$ cat config.mk
export PLATFORM = sky130hd
export DESIGN_NAME = postfix_stack_evaluator_flat
export DESIGN_NICKNAME = d
export VERILOG_FILES = /design/src/hw/rtl/pse_pkg.sv /design/src/hw/rtl/pse_tok_if.sv /design/src/hw/rtl/pse_res_if.sv /design/src/hw/rtl/postfix_stack_evaluator.sv /design/src/hw/rtl/pse_stack.sv /design/src/hw/rtl/pse_serial_alu.sv /design/src/flat_wrapper.sv
export SDC_FILE = /design/constraint.sdc
export NUM_CORES = 2
export LEC_CHECK = 0
export BUFFER_PORTS_ARGS = -buffer_cell sky130_fd_sc_hd__buf_2
export CAP_MARGIN = 15
export CORE_MARGIN = 5
export CORE_UTILIZATION = 45
export DETAILED_ROUTE_END_ITERATION = 8
export GPL_ROUTABILITY_DRIVEN = 0
export PLACE_DENSITY = 0.65
export SLEW_MARGIN = 30
export SYNTH_ARGS = -nofsm -noshare
export SYNTH_HDL_FRONTEND = slang
export SYNTH_SLANG_ARGS = --single-unit
$ cat constraint.sdc
create_clock -name clk -period 6.45 [get_ports clk]
set_clock_uncertainty 0.15 [all_clocks]
set_input_delay 1.29 -clock clk [delete_from_list [all_inputs] [get_ports clk]]
set_output_delay 1.29 -clock clk [all_outputs]
set_load 0.05 [all_outputs]
$ cat src/hw/rtl/pse_pkg.sv
`default_nettype none
package pse_pkg;

  localparam int STACK_DEPTH_DEF = 32;

  localparam logic [31:0] Q_MAX = 32'h7FFF_FFFF;
  localparam logic [31:0] Q_MIN = 32'h8000_0000;

  typedef enum logic [2:0] {
    OP_PUSH = 3'd0,
    OP_ADD  = 3'd1,
    OP_SUB  = 3'd2,
    OP_MUL  = 3'd3,
    OP_DIV  = 3'd4,
    OP_POP  = 3'd5
  } op_t;

  typedef enum logic [2:0] {
    ST_OK      = 3'd0,
    ST_FULL    = 3'd1,
    ST_EMPTY   = 3'd2,
    ST_DIVZERO = 3'd3,
    ST_SAT     = 3'd4
  } status_t;

  typedef enum logic [1:0] {
    ALU_ADD = 2'd0,
    ALU_SUB = 2'd1,
    ALU_MUL = 2'd2,
    ALU_DIV = 2'd3
  } alu_op_t;

  typedef struct packed {
    logic    start;
    alu_op_t kind;
  } alu_req_t;

  typedef struct packed {
    logic    done;
    status_t status;
  } alu_rsp_t;

  typedef struct packed {
    logic wr_en;
    logic rd_en;
    logic inc;
    logic dec;
  } stk_cmd_t;

endpackage
`default_nettype wire

$ cat src/hw/rtl/pse_tok_if.sv
`default_nettype none
interface pse_tok_if;
  logic              valid;
  logic              ready;
  logic [2:0]        op;
  logic signed [31:0] operand_value;

  modport source (output valid, output op, output operand_value, input ready);
  modport sink (input valid, input op, input operand_value, output ready);
endinterface
`default_nettype wire

$ cat src/hw/rtl/pse_res_if.sv
`default_nettype none
interface pse_res_if;
  logic              valid;
  logic              ready;
  logic signed [31:0] top_value;
  logic [5:0]        depth;
  logic [2:0]        status;

  modport source (output valid, output top_value, output depth, output status, input ready);
  modport sink (input valid, input top_value, input depth, input status, output ready);
endinterface
`default_nettype wire

$ cat src/hw/rtl/postfix_stack_evaluator.sv
// Postfix evaluator over an operand stack, signed Q16.16 arithmetic.
// Channels: tok carries one request (op, operand_value) per valid/ready
// handshake; res returns exactly one result (top_value, depth, status) per
// request, in order. One request is in flight at a time.
// Serial ALU work per operation: push, pop, unused codes and stack errors
// use no ALU; divide by zero skips the ALU steps; add and subtract take
// 32 one-bit serial add steps; multiply 32 shift-add steps of the serial
// multiplier; divide 48 restoring quotient-bit steps.
// tok.ready rises in the same cycle the result appears in the output
// register, so a new request is taken while that result still waits.
// If res is stalled when the next result is ready, the block holds it and
// keeps tok.ready low until the output register is free.
// Reset (rst, synchronous) empties the stack and drops any pending result;
// stack contents are not cleared.
`default_nettype none
module postfix_stack_evaluator #(
  parameter int STACK_DEPTH = pse_pkg::STACK_DEPTH_DEF
) (
  input wire logic clk,
  input wire logic rst,
  pse_tok_if.sink  tok,
  pse_res_if.source res
);

  localparam int AW = $clog2(STACK_DEPTH);
  localparam int CW = $clog2(STACK_DEPTH + 1);

  typedef enum logic [7:0] {
    S_IDLE = 8'b00000001,
    S_DEC  = 8'b00000010,
    S_RDB  = 8'b00000100,
    S_RDA  = 8'b00001000,
    S_LD   = 8'b00010000,
    S_RUN  = 8'b00100000,
    S_TOP  = 8'b01000000,
    S_EMIT = 8'b10000000
  } state_t;

  state_t            state;
  pse_pkg::op_t      op_q;
  logic [31:0]       val_q;
  logic [31:0]       b_q;
  pse_pkg::status_t  st_q;
  logic              popped;
  logic              top_zero;
  logic              res_valid;
  logic [31:0]       res_top;
  logic [5:0]        res_depth;
  logic [2:0]        res_status;

  pse_pkg::stk_cmd_t cmd;
  logic [AW-1:0]     wr_addr;
  logic [AW-1:0]     rd_addr;
  logic [31:0]       wr_data;
  logic [31:0]       rd_data;
  logic [CW-1:0]     count;
  logic [CW-1:0]     cm1;
  logic [CW-1:0]     cm2;
  logic              full;
  pse_pkg::alu_req_t areq;
  pse_pkg::alu_rsp_t arsp;
  logic [31:0]       alu_result;

  assign cm1  = count - CW'(1);
  assign cm2  = count - CW'(2);
  assign full = (count == CW'(STACK_DEPTH));

  assign tok.ready     = (state == S_IDLE) && !rst;
  assign res.valid     = res_valid;
  assign res.top_value = res_top;
  assign res.depth     = res_depth;
  assign res.status    = res_status;

  always_comb begin
    cmd       = '0;
    wr_addr   = count[AW-1:0];
    rd_addr   = cm1[AW-1:0];
    wr_data   = val_q;
    areq      = '0;
    case (op_q)
      pse_pkg::OP_ADD: areq.kind = pse_pkg::ALU_ADD;
      pse_pkg::OP_SUB: areq.kind = pse_pkg::ALU_SUB;
      pse_pkg::OP_MUL: areq.kind = pse_pkg::ALU_MUL;
      default:         areq.kind = pse_pkg::ALU_DIV;
    endcase
    case (state)
      S_DEC: begin
        case (op_q)
          pse_pkg::OP_PUSH: begin
            cmd.wr_en = !full;
            cmd.inc   = !full;
          end
          pse_pkg::OP_POP: begin
            cmd.dec = (count != '0);
          end
          default: begin
          end
        endcase
      end
      S_RDB: begin
        cmd.rd_en = 1'b1;
      end
      S_RDA: begin
        cmd.rd_en = 1'b1;
        rd_addr   = cm2[AW-1:0];
      end
      S_LD: begin
        areq.start = 1'b1;
      end
      S_RUN: begin
        cmd.wr_en = arsp.done;
        cmd.dec   = arsp.done;
        wr_addr   = cm2[AW-1:0];
        wr_data   = alu_result;
      end
      S_TOP: begin
        cmd.rd_en = popped || (count != '0);
        rd_addr   = popped ? count[AW-1:0] : cm1[AW-1:0];
      end
      default: begin
      end
    endcase
  end

  always_ff @(posedge clk) begin
    if (rst) begin
      state     <= S_IDLE;
      res_valid <= 1'b0;
    end else begin
      if (res_valid && res.ready && state != S_EMIT) begin
        res_valid <= 1'b0;
      end
      case (state)
        S_IDLE: begin
          if (tok.valid) begin
            op_q   <= pse_pkg::op_t'(tok.op);
            val_q  <= tok.operand_value;
            popped <= 1'b0;
            st_q   <= pse_pkg::ST_OK;
            state  <= S_DEC;
          end
        end
        S_DEC: begin
          state <= S_TOP;
          case (op_q)
            pse_pkg::OP_PUSH: begin
              if (full) begin
                st_q <= pse_pkg::ST_FULL;
              end
            end
            pse_pkg::OP_ADD, pse_pkg::OP_SUB, pse_pkg::OP_MUL, pse_pkg::OP_DIV: begin
              if (count < CW'(2)) begin
                st_q <= pse_pkg::ST_EMPTY;
              end else begin
                state <= S_RDB;
              end
            end
            pse_pkg::OP_POP: begin
              if (count == '0) begin
                st_q <= pse_pkg::ST_EMPTY;
              end else begin
                popped <= 1'b1;
              end
            end
            default: begin
            end
          endcase
        end
        S_RDB: begin
          state <= S_RDA;
        end
        S_RDA: begin
          b_q   <= rd_data;
          state <= S_LD;
        end
        S_LD: begin
          state <= S_RUN;
        end
        S_RUN: begin
          if (arsp.done) begin
            st_q  <= arsp.status;
            state <= S_TOP;
          end
        end
        S_TOP: begin
          top_zero <= !popped && (count == '0);
          state    <= S_EMIT;
        end
        S_EMIT: begin
          if (!res_valid || res.ready) begin
            res_top    <= top_zero ? 32'd0 : rd_data;
            res_depth  <= 6'(count);
            res_status <= st_q;
            res_valid  <= 1'b1;
            state      <= S_IDLE;
          end
        end
        default: begin
          state <= S_IDLE;
        end
      endcase
    end
  end

  pse_stack #(
    .STACK_DEPTH(STACK_DEPTH)
  ) u_stack (
    .clk     (clk),
    .rst     (rst),
    .cmd     (cmd),
    .wr_addr (wr_addr),
    .wr_data (wr_data),
    .rd_addr (rd_addr),
    .rd_data (rd_data),
    .count   (count)
  );

  pse_serial_alu u_alu (
    .clk    (clk),
    .rst    (rst),
    .req    (areq),
    .a      (rd_data),
    .b      (b_q),
    .rsp    (arsp),
    .result (alu_result)
  );

endmodule
`default_nettype wire

$ cat src/hw/rtl/pse_stack.sv
`default_nettype none
module pse_stack #(
  parameter int STACK_DEPTH = pse_pkg::STACK_DEPTH_DEF,
  localparam int AW = $clog2(STACK_DEPTH),
  localparam int CW = $clog2(STACK_DEPTH + 1)
) (
  input  wire logic             clk,
  input  wire logic             rst,
  input  wire pse_pkg::stk_cmd_t cmd,
  input  wire logic [AW-1:0]    wr_addr,
  input  wire logic [31:0]      wr_data,
  input  wire logic [AW-1:0]    rd_addr,
  output logic      [31:0]      rd_data,
  output logic      [CW-1:0]    count
);

  logic [31:0] mem [STACK_DEPTH];

  always_ff @(posedge clk) begin
    if (rst) begin
      count <= '0;
    end else if (cmd.inc) begin
      count <= count + CW'(1);
    end else if (cmd.dec) begin
      count <= count - CW'(1);
    end
  end

  always_ff @(posedge clk) begin
    if (cmd.wr_en) begin
      mem[wr_addr] <= wr_data;
    end
    if (cmd.rd_en) begin
      rd_data <= mem[rd_addr];
    end
  end

endmodule
`default_nettype wire

$ cat src/hw/rtl/pse_serial_alu.sv
`default_nettype none
module pse_serial_alu (
  input  wire logic              clk,
  input  wire logic              rst,
  input  wire pse_pkg::alu_req_t req,
  input  wire logic [31:0]       a,
  input  wire logic [31:0]       b,
  output pse_pkg::alu_rsp_t      rsp,
  output logic [31:0]            result
);

  typedef enum logic [5:0] {
    A_IDLE = 6'b000001,
    A_ADD  = 6'b000010,
    A_MUL  = 6'b000100,
    A_DIV  = 6'b001000,
    A_RND  = 6'b010000,
    A_FIX  = 6'b100000
  } alu_state_t;

  alu_state_t       state;
  pse_pkg::alu_op_t kind;
  logic [5:0]       cnt;
  logic [31:0]      x;
  logic [31:0]      y;
  logic [63:0]      w;
  logic [32:0]      r;
  logic             c;
  logic             neg;
  logic             sa;
  logic             sb;
  logic             dz;
  logic             done;
  pse_pkg::status_t status;

  logic             sum_bit;
  logic             carry_next;
  logic [32:0]      mul_sum;
  logic [32:0]      div_t;
  logic             div_ge;
  logic [47:0]      qmag;
  logic [31:0]      sum;
  logic             ovf;
  logic [31:0]      fix_val;
  pse_pkg::status_t fix_st;

  function automatic logic [31:0] mag(input logic [31:0] v);
    return v[31] ? (~v + 32'd1) : v;
  endfunction

  assign sum_bit    = x[0] ^ y[0] ^ c;
  assign carry_next = (x[0] & y[0]) | (c & (x[0] ^ y[0]));
  assign mul_sum    = {1'b0, w[63:32]} + (w[0] ? {1'b0, x} : 33'd0);
  assign div_t      = {r[31:0], w[47]};
  assign div_ge     = div_t >= {1'b0, y};
  assign qmag       = (kind == pse_pkg::ALU_MUL) ?
                      (w[63:16] + 48'(neg && (w[15:0] != 16'd0))) : w[47:0];
  assign sum        = w[63:32];
  assign ovf        = (sa == sb) && (sum[31] != sa);

  always_comb begin
    fix_val = w[31:0];
    fix_st  = pse_pkg::ST_OK;
    if (dz) begin
      fix_val = sa ? pse_pkg::Q_MIN : pse_pkg::Q_MAX;
      fix_st  = pse_pkg::ST_DIVZERO;
    end else if (kind == pse_pkg::ALU_ADD || kind == pse_pkg::ALU_SUB) begin
      fix_val = sum;
      if (ovf) begin
        fix_val = sa ? pse_pkg::Q_MIN : pse_pkg::Q_MAX;
        fix_st  = pse_pkg::ST_SAT;
      end
    end else if (neg) begin
      if (w[47:0] > 48'h0000_8000_0000) begin
        fix_val = pse_pkg::Q_MIN;
        fix_st  = pse_pkg::ST_SAT;
      end else begin
        fix_val = ~w[31:0] + 32'd1;
      end
    end else if (w[47:0] > 48'h0000_7FFF_FFFF) begin
      fix_val = pse_pkg::Q_MAX;
      fix_st  = pse_pkg::ST_SAT;
    end
  end

  always_ff @(posedge clk) begin
    if (rst) begin
      state <= A_IDLE;
      done  <= 1'b0;
    end else begin
      done <= 1'b0;
      case (state)
        A_IDLE: begin
          if (req.start) begin
            kind <= req.kind;
            cnt  <= '0;
            dz   <= 1'b0;
            sa   <= a[31];
            neg  <= a[31] ^ b[31];
            case (req.kind)
              pse_pkg::ALU_ADD, pse_pkg::ALU_SUB: begin
                x     <= a;
                y     <= (req.kind == pse_pkg::ALU_SUB) ? ~b : b;
                c     <= (req.kind == pse_pkg::ALU_SUB);
                sb    <= (req.kind == pse_pkg::ALU_SUB) ? ~b[31] : b[31];
                state <= A_ADD;
              end
              pse_pkg::ALU_MUL: begin
                x     <= mag(a);
                w     <= {32'd0, mag(b)};
                state <= A_MUL;
              end
              default: begin
                y <= mag(b);
                w <= {16'd0, mag(a), 16'd0};
                r <= '0;
                if (b == 32'd0) begin
                  dz    <= 1'b1;
                  state <= A_FIX;
                end else begin
                  state <= A_DIV;
                end
              end
            endcase
          end
        end
        A_ADD: begin
          x   <= x >> 1;
          y   <= y >> 1;
          c   <= carry_next;
          w   <= {sum_bit, w[63:1]};
          cnt <= cnt + 6'd1;
          if (cnt == 6'd31) begin
            state <= A_FIX;
          end
        end
        A_MUL: begin
          w   <= {mul_sum, w[31:1]};
          cnt <= cnt + 6'd1;
          if (cnt == 6'd31) begin
            state <= A_RND;
          end
        end
        A_DIV: begin
          r         <= div_ge ? (div_t - {1'b0, y}) : div_t;
          w[47:0]   <= {w[46:0], div_ge};
          cnt       <= cnt + 6'd1;
          if (cnt == 6'd47) begin
            state <= A_RND;
          end
        end
        A_RND: begin
          w[47:0] <= qmag;
          state   <= A_FIX;
        end
        A_FIX: begin
          result <= fix_val;
          status <= fix_st;
          done   <= 1'b1;
          state  <= A_IDLE;
        end
        default: begin
          state <= A_IDLE;
        end
      endcase
    end
  end

  assign rsp.done   = done;
  assign rsp.status = status;

endmodule
`default_nettype wire

$ cat src/flat_wrapper.sv
// flat-port wrapper written by rule: the top's interface ports become plain ports
module postfix_stack_evaluator_flat 
#(
  parameter int STACK_DEPTH = pse_pkg::STACK_DEPTH_DEF
)
  (clk, rst, tok_valid, tok_op, tok_operand_value, tok_ready, res_valid, res_top_value, res_depth, res_status, res_ready);
  pse_tok_if tok_i ();
  pse_res_if res_i ();
  input wire logic clk;
  input wire logic rst;
  input wire logic [$bits(tok_i.valid)-1:0] tok_valid;
  input wire logic [$bits(tok_i.op)-1:0] tok_op;
  input wire logic [$bits(tok_i.operand_value)-1:0] tok_operand_value;
  output wire logic [$bits(tok_i.ready)-1:0] tok_ready;
  output wire logic [$bits(res_i.valid)-1:0] res_valid;
  output wire logic [$bits(res_i.top_value)-1:0] res_top_value;
  output wire logic [$bits(res_i.depth)-1:0] res_depth;
  output wire logic [$bits(res_i.status)-1:0] res_status;
  input wire logic [$bits(res_i.ready)-1:0] res_ready;
  assign tok_i.valid = tok_valid;
  assign tok_i.op = tok_op;
  assign tok_i.operand_value = tok_operand_value;
  assign tok_ready = tok_i.ready;
  assign res_valid = res_i.valid;
  assign res_top_value = res_i.top_value;
  assign res_depth = res_i.depth;
  assign res_status = res_i.status;
  assign res_i.ready = res_ready;
  postfix_stack_evaluator #(.STACK_DEPTH(STACK_DEPTH)) u_core (.clk(clk), .rst(rst), .tok(tok_i), .res(res_i));
endmodule
---- Word level (Yosys, flattened, before mapping) ----
Memories as Yosys holds them, arrays and structs flattened. A register that Yosys moved wholly into a read port is not among the register bits.
Cells that the tools add are included.
storage, ports and cells
  flip-flop bits (word level) ............. 343
  bits in writable memories ............... 1024
  word-level logic and storage cells ...... 235
  memories ................................ 1
operators by class
  $add $sub $neg .......................... 10
  $lt $le $gt $ge ......................... 4
  equal/unequal tests ..................... 48
  muxes and demuxes ....................... 82
  bitwise operators ....................... 11
  reductions and logical operators ........ 51
memories
  name                depth  width  read ports  clocked after memory_dff  write ports  line             source
  u_core.u_stack.mem  32     32     1           1                         1            pse_stack.sv:17  logic [31:0] mem [STACK_DEPTH];
operators by type and width
  cell                   count
  $mux 32                17
  $pmux 32 s2            5
  $pmux 48 s5            1
  $pmux 64 s2            1
  $add 32x1->32 const B  3
  $not 32->32            3
  $mux 64                1
  $pmux 8 s8             1
  $add 48x1->48          1
  $gt 48x31->1 const B   1
  $gt 48x32->1 const B   1
  $mux 48                1
  $mux 6                 8
  $pmux 16 s3            1
  $add 32x32->33         1
  $ge 33x32->1           1
  $logic_not 32->1       1
  $mux 8                 4
  $sub 32x32->32         1
  $mux 3                 10
  $pmux 6 s5             1
  $reduce_and 4->1       7
  $pmux 6 s2             2
  $ne 2x2->1 const B     10
  59 further kinds       123

---- Longest topological paths before layout ----
  depth in word-level cells ............... 7
  depth in mapped cells ................... 20
  depth with buffers taken out ............ 17

---- By module ----
From an unflattened synthesis, not the netlist that was laid out.
second synthesis, totals
  cell total of the unflattened synthesis .. 4392
  area, all modules ....................... 62939.1 µm²
modules (own cells, without submodules)
  module                   instances  cells each  area each (µm²)
  pse_stack                1          2004        40655.2
  pse_serial_alu           1          2014        17365.4
  postfix_stack_evaluator  1          374         4918.5

---- Worst setup path after synthesis ----
OpenSTA, ideal clock, no wires.
  path type ............................... input to register
  from .................................... in rst
  to ...................................... reg u_core.u_alu.w[0] (enable)
  library setup time ...................... 0.513 ns
  arrival time ............................ 5.178 ns
  data required time ...................... 5.787 ns
  slack ................................... 0.609 ns
  cell stages on the path ................. 4
  path buffers ............................ 1
  cell sequence ........................... clkbuf_1 > a21o_1 > o21bai_1 > nor3_1
on the way
  longest elaborated chain between the ends .. 2
ends and longest elaborated chain
  item                               line                   source
  start, declared                    flat_wrapper.sv:10     input wire logic rst;
  $not 1->1 (no source line)         n/a
  $reduce_and 5->1 (no source line)  n/a
  end signal, assigned               pse_serial_alu.sv:110  w <= {32'd0, mag(b)};
  end signal, assigned               pse_serial_alu.sv:115  w <= {16'd0, mag(a), 16'd0};
  end signal, assigned               pse_serial_alu.sv:131  w <= {sum_bit, w[63:1]};
  end, declared                      pse_serial_alu.sv:26   logic [63:0] w;
Every way passes these cells.
A chain may end at the register's enable or synchronous reset.

---- Worst setup path after layout ----
  from .................................... reg u_core.state[7]
  to ...................................... reg u_core.u_stack.rd_data[22] (read register of u_core.u_stack.mem), data pin
on the way
  longest elaborated chain between the ends .. 3
  elaborated cells on any way between the ends .. 6
  those cells by class .................... 3 x eq/ne; 2 x mux; 1 x reduce/logical
ends and longest elaborated chain
  item                                      line                            source
  start, declared                           postfix_stack_evaluator.sv:39   state_t state;
  start signal, assigned                    postfix_stack_evaluator.sv:127  state <= S_IDLE;
  start signal, assigned                    postfix_stack_evaluator.sv:140  state <= S_DEC;
  start signal, assigned                    postfix_stack_evaluator.sv:144  state <= S_TOP;
  $eq 8x3->1 or $eq 8x4->1 (tied branches)  postfix_stack_evaluator.sv:86   case (state)
  $reduce_or 2->1 (no source line)          n/a
  $pmux 1 s2                                postfix_stack_evaluator.sv:86
  end, declared                             pse_stack.sv:13                 output logic [31:0] rd_data,
Several ways; a longest one is shown, not always the timed one.

==> metrics <==
status finished, violations left; failing checks design-rule violations; max-slew violations 0; Design Area, Final 73430 um^2; Mapped Area 65280 um^2; first-pass GRT wire length approximately 280000 um; setup slack, reg-to-reg 1.24 ns; CTS root buf clkbuf_16; top_reg_cell synth edfxtp_1; Routed Antenna Nets 0; Fin. Hold Viols 0; antenna violations before repair 11; worst min-delay path class flip-flop to flip-flop; Worst Tran Pin Value 1.001 ns; synthesis-stage register bit count approximately 1400; simple logic cell fraction of the synthesized area 0.09145; Critical R2R Launch u_core.state[7]; routed wire length 190100 um; HPWL Detailed about 120000 um; Hold EP u_core.res.status[1]; CP endpoint kind flip-flop; DIE WIDTH just under 400 um; fraction of the mapped netlist area in compound gates 0.1162; CTS tree yes; average size of a mapped cell 13.44 um^2; number of global-route vias before repair between 40000 and 50000; worst reg2reg endpoint u_core.u_stack.rd_data[22]; Post-CTS Setup Bufs 0; Syn Nets roughly 5000; final net count 5000; hold slack 0.3469 ns; DR vias ~43000; Final setup viols 0; Leak about 24 nW; CTS buffer count around 150; Placed Instances ~6600; unrepaired setup endpoints after global routing no; Adder-Cell Fraction of Synth Area 0.01549; gr ovfl total 0; ratio of cells with drive above 1 in the final layout 0.1425; startpoint types flip-flop; initial core utilization 0.4539; main combinational cell family by area after synthesis compound AO/OA/AOI/OAI gates; maxcap violations 0; IO Pins 82; VDD IR-drop max 0.2517 mV; R2R cell count 8; Syn-to-layout area delta 12.49%; worst path arrival time roughly 5.6 ns; routed len/inst about 27 um; CTS max path bufs 3; Post-synth ARST share 0; Power Density ~300 nW/um^2; CTS sink count ~1400; post-CTS resize count 0; num rows 139; fin crit period 5.205 ns; Hold Crit Depth 0; Worst-path clk slew approximately 0.06 ns; CORE AREA 143800 um^2; cts hold-fix bufs 0; CTS HTree Levels 4; overall routing resource usage 0.2434; XOR/XNOR share of the synthesized area 0.03019; Hold Startpoint u_core.st_q[1]; Final period util 0.8070; clk_lat worst skew between 0.7 and 0.8 ns; Fill cells ~12000; placed cell area around 70000 um^2; Max Fanout on Critical Path between 50 and 60; number of DRC markers in iteration 0 about 5400; Die Ht between 300 and 400 um; die area between 150000 and 200000 um^2; Yosys warning count 0; Pre-antenna DRT Iters 9; fmax about 0.19 GHz; Netlist cell types between 80 and 90; Max transition margin 0.3328; Post-synth EDFFs about 1400; Port Buf Inserts just over 80; Critical Path RT approximately 6.8 ns; vias per cell 6.275; Cells after Synth 4857; Seq/Total Area, Yosys 0.6397; Setup TNS 0 ns; Crit Path Class flip-flop to flip-flop; DR DRC count 6; largest net degree at the start of global routing ~100; mux share of post-synthesis cell area 0.08298; final cell count without fillers approximately 6900
==> state kept, by name, indices dropped and copies added (netlist names), 6 cells and up <==
name,count
u_core.b_q,32
u_core.res.depth,6
u_core.res.top_value,32
u_core.state,8
u_core.u_alu.cnt,6
u_core.u_alu.r,32
u_core.u_alu.result,32
u_core.u_alu.state,6
u_core.u_alu.w,64
u_core.u_alu.x,32
u_core.u_alu.y,32
u_core.u_stack.count,6
u_core.u_stack.mem,1024
u_core.u_stack.rd_data,32
u_core.val_q,32
==> worst max-delay path by stage <==
stage / from / end
finish: u_core.state[7] / u_core.u_stack.rd_data[22]
global route: u_core.state[7] / u_core.u_stack.rd_data[22]
CTS: u_core.state[7] / u_core.u_stack.rd_data[22]
detailed placement: u_core.state[7] / u_core.u_stack.rd_data[22]
global placement: u_core.state[7] / u_core.u_stack.rd_data[22]
floorplan: rst / u_core.u_alu.w[0]
==> final cells by class <==
| type | count | area [um^2] | share of cell area |
|---|---|---|---|
| clock buffers | 180 | 3909 | 0.05323 |
| clock inverters | 91 | 985.9 | 0.01343 |
| inverters | 73 | 274.0 | 0.003732 |
| well taps | 1903 | 2381 | 0.03243 |
| diodes | 8 | 20.02 | 0.0002726 |
| flip-flops and latches | 1398 | 41760 | 0.5688 |
| multi-input cells | 3050 | 22470 | 0.3061 |
| repair buffers | 211 | 1623 | 0.02210 |
==> cell usage in the layout, fill, tap and decap left out, types with 45 or more instances in the layout <==
cell	instances
edfxtp_1	1376
nand2_1	495
o21ai_0	268
nor2_1	238
mux2i_1	214
a21oi_1	155
clkbuf_16	152
mux4_2	128
xnor2_1	124
nand3_1	113
buf_4	113
a22oi_1	107
xor2_1	100
buf_2	81
ha_1	75
inv_1	70
nor3_1	63
nor2b_1	51
o21a_1	47
o31ai_1	45
==> Yosys cell counts (32+ instances only) <==
| cell | n | area [um^2] |
|---|---|---|
| nor2b_1 | 51 | 319.1 |
| clkbuf_1 | 280 | 1051 |
| a21o_1 | 41 | 307.8 |
| ha_1 | 76 | 950.9 |
| o211ai_1 | 42 | 315.3 |
| a22oi_1 | 107 | 803.3 |
| xor2_1 | 100 | 875.8 |
| mux2_2 | 33 | 371.6 |
| a221oi_1 | 39 | 341.6 |
| nand2_1 | 523 | 1963 |
| nor2_1 | 279 | 1047 |
| mux2i_1 | 216 | 2162 |
| edfxtp_1 | 1376 | 41320 |
| nor3_1 | 65 | 325.3 |
| a221o_1 | 32 | 320.3 |
| o21a_1 | 47 | 352.8 |
| a41oi_1 | 33 | 289.0 |
| xnor2_1 | 125 | 1095 |
| buf_1 | 40 | 150.1 |
| o31ai_1 | 45 | 337.8 |
| a32oi_1 | 35 | 306.5 |
| nand3_1 | 114 | 570.6 |
| inv_1 | 70 | 262.8 |
| o21ai_0 | 268 | 1341 |
| a32o_1 | 33 | 330.3 |
| a21oi_1 | 155 | 775.7 |
| a222oi_1 | 39 | 390.4 |
| a2111oi_0 | 34 | 297.8 |
| mux4_2 | 128 | 2883 |
| and2_1 | 43 | 269.0 |
==> power by group <==
group | total (mW) | switching (mW) | internal [mW]
Clock | 8.60 | 3.64 | 4.96
Sequential | 10.6 | 0.309 | 10.3
Combinational | 2.26 | 1.45 | 0.811
==> logic make-up after synthesis <==
family          after synthesis
compound gates             1082
fa+ha+maj                    79
xor+xnor                    225
mux                         377
flops                      1398
simple gates               1287
buf+inv                     409
==> worst max-delay path: stages, from the launching register on <==
cell     delay (ns)
dfxtp_1        0.34
nor4_2         0.70
nand3_4        0.66
nand3_1        0.41
o311a_4        0.61
buf_4          0.76
mux4_2         0.41
a22oi_1        0.62
nand3_1        0.14
==> metrics by stage <==
stage	total power, mW	setup WS [ns]	utilization
CTS	21.51	1.276	0.5097
detailed placement	12.98	1.306	0.4757
global route	22.16	1.070	0.5104
finish	21.45	1.245	0.5105
floorplan	12.25	0.6087	-
global placement	12.94	1.372	0.4741
==> routing by layer <==
metal | vias to the layer above | GRT usage | part of all wire
met5 | - | 0 | 0.000047
met4 | 2 | 0.09588 | 0.041
met3 | 403 | 0.05848 | 0.10
met2 | 2279 | 0.3836 | 0.46
met1 | 21690 | 0.3285 | 0.39
li1 | 19010 | - | -
(Power assumes the default switching activity.)
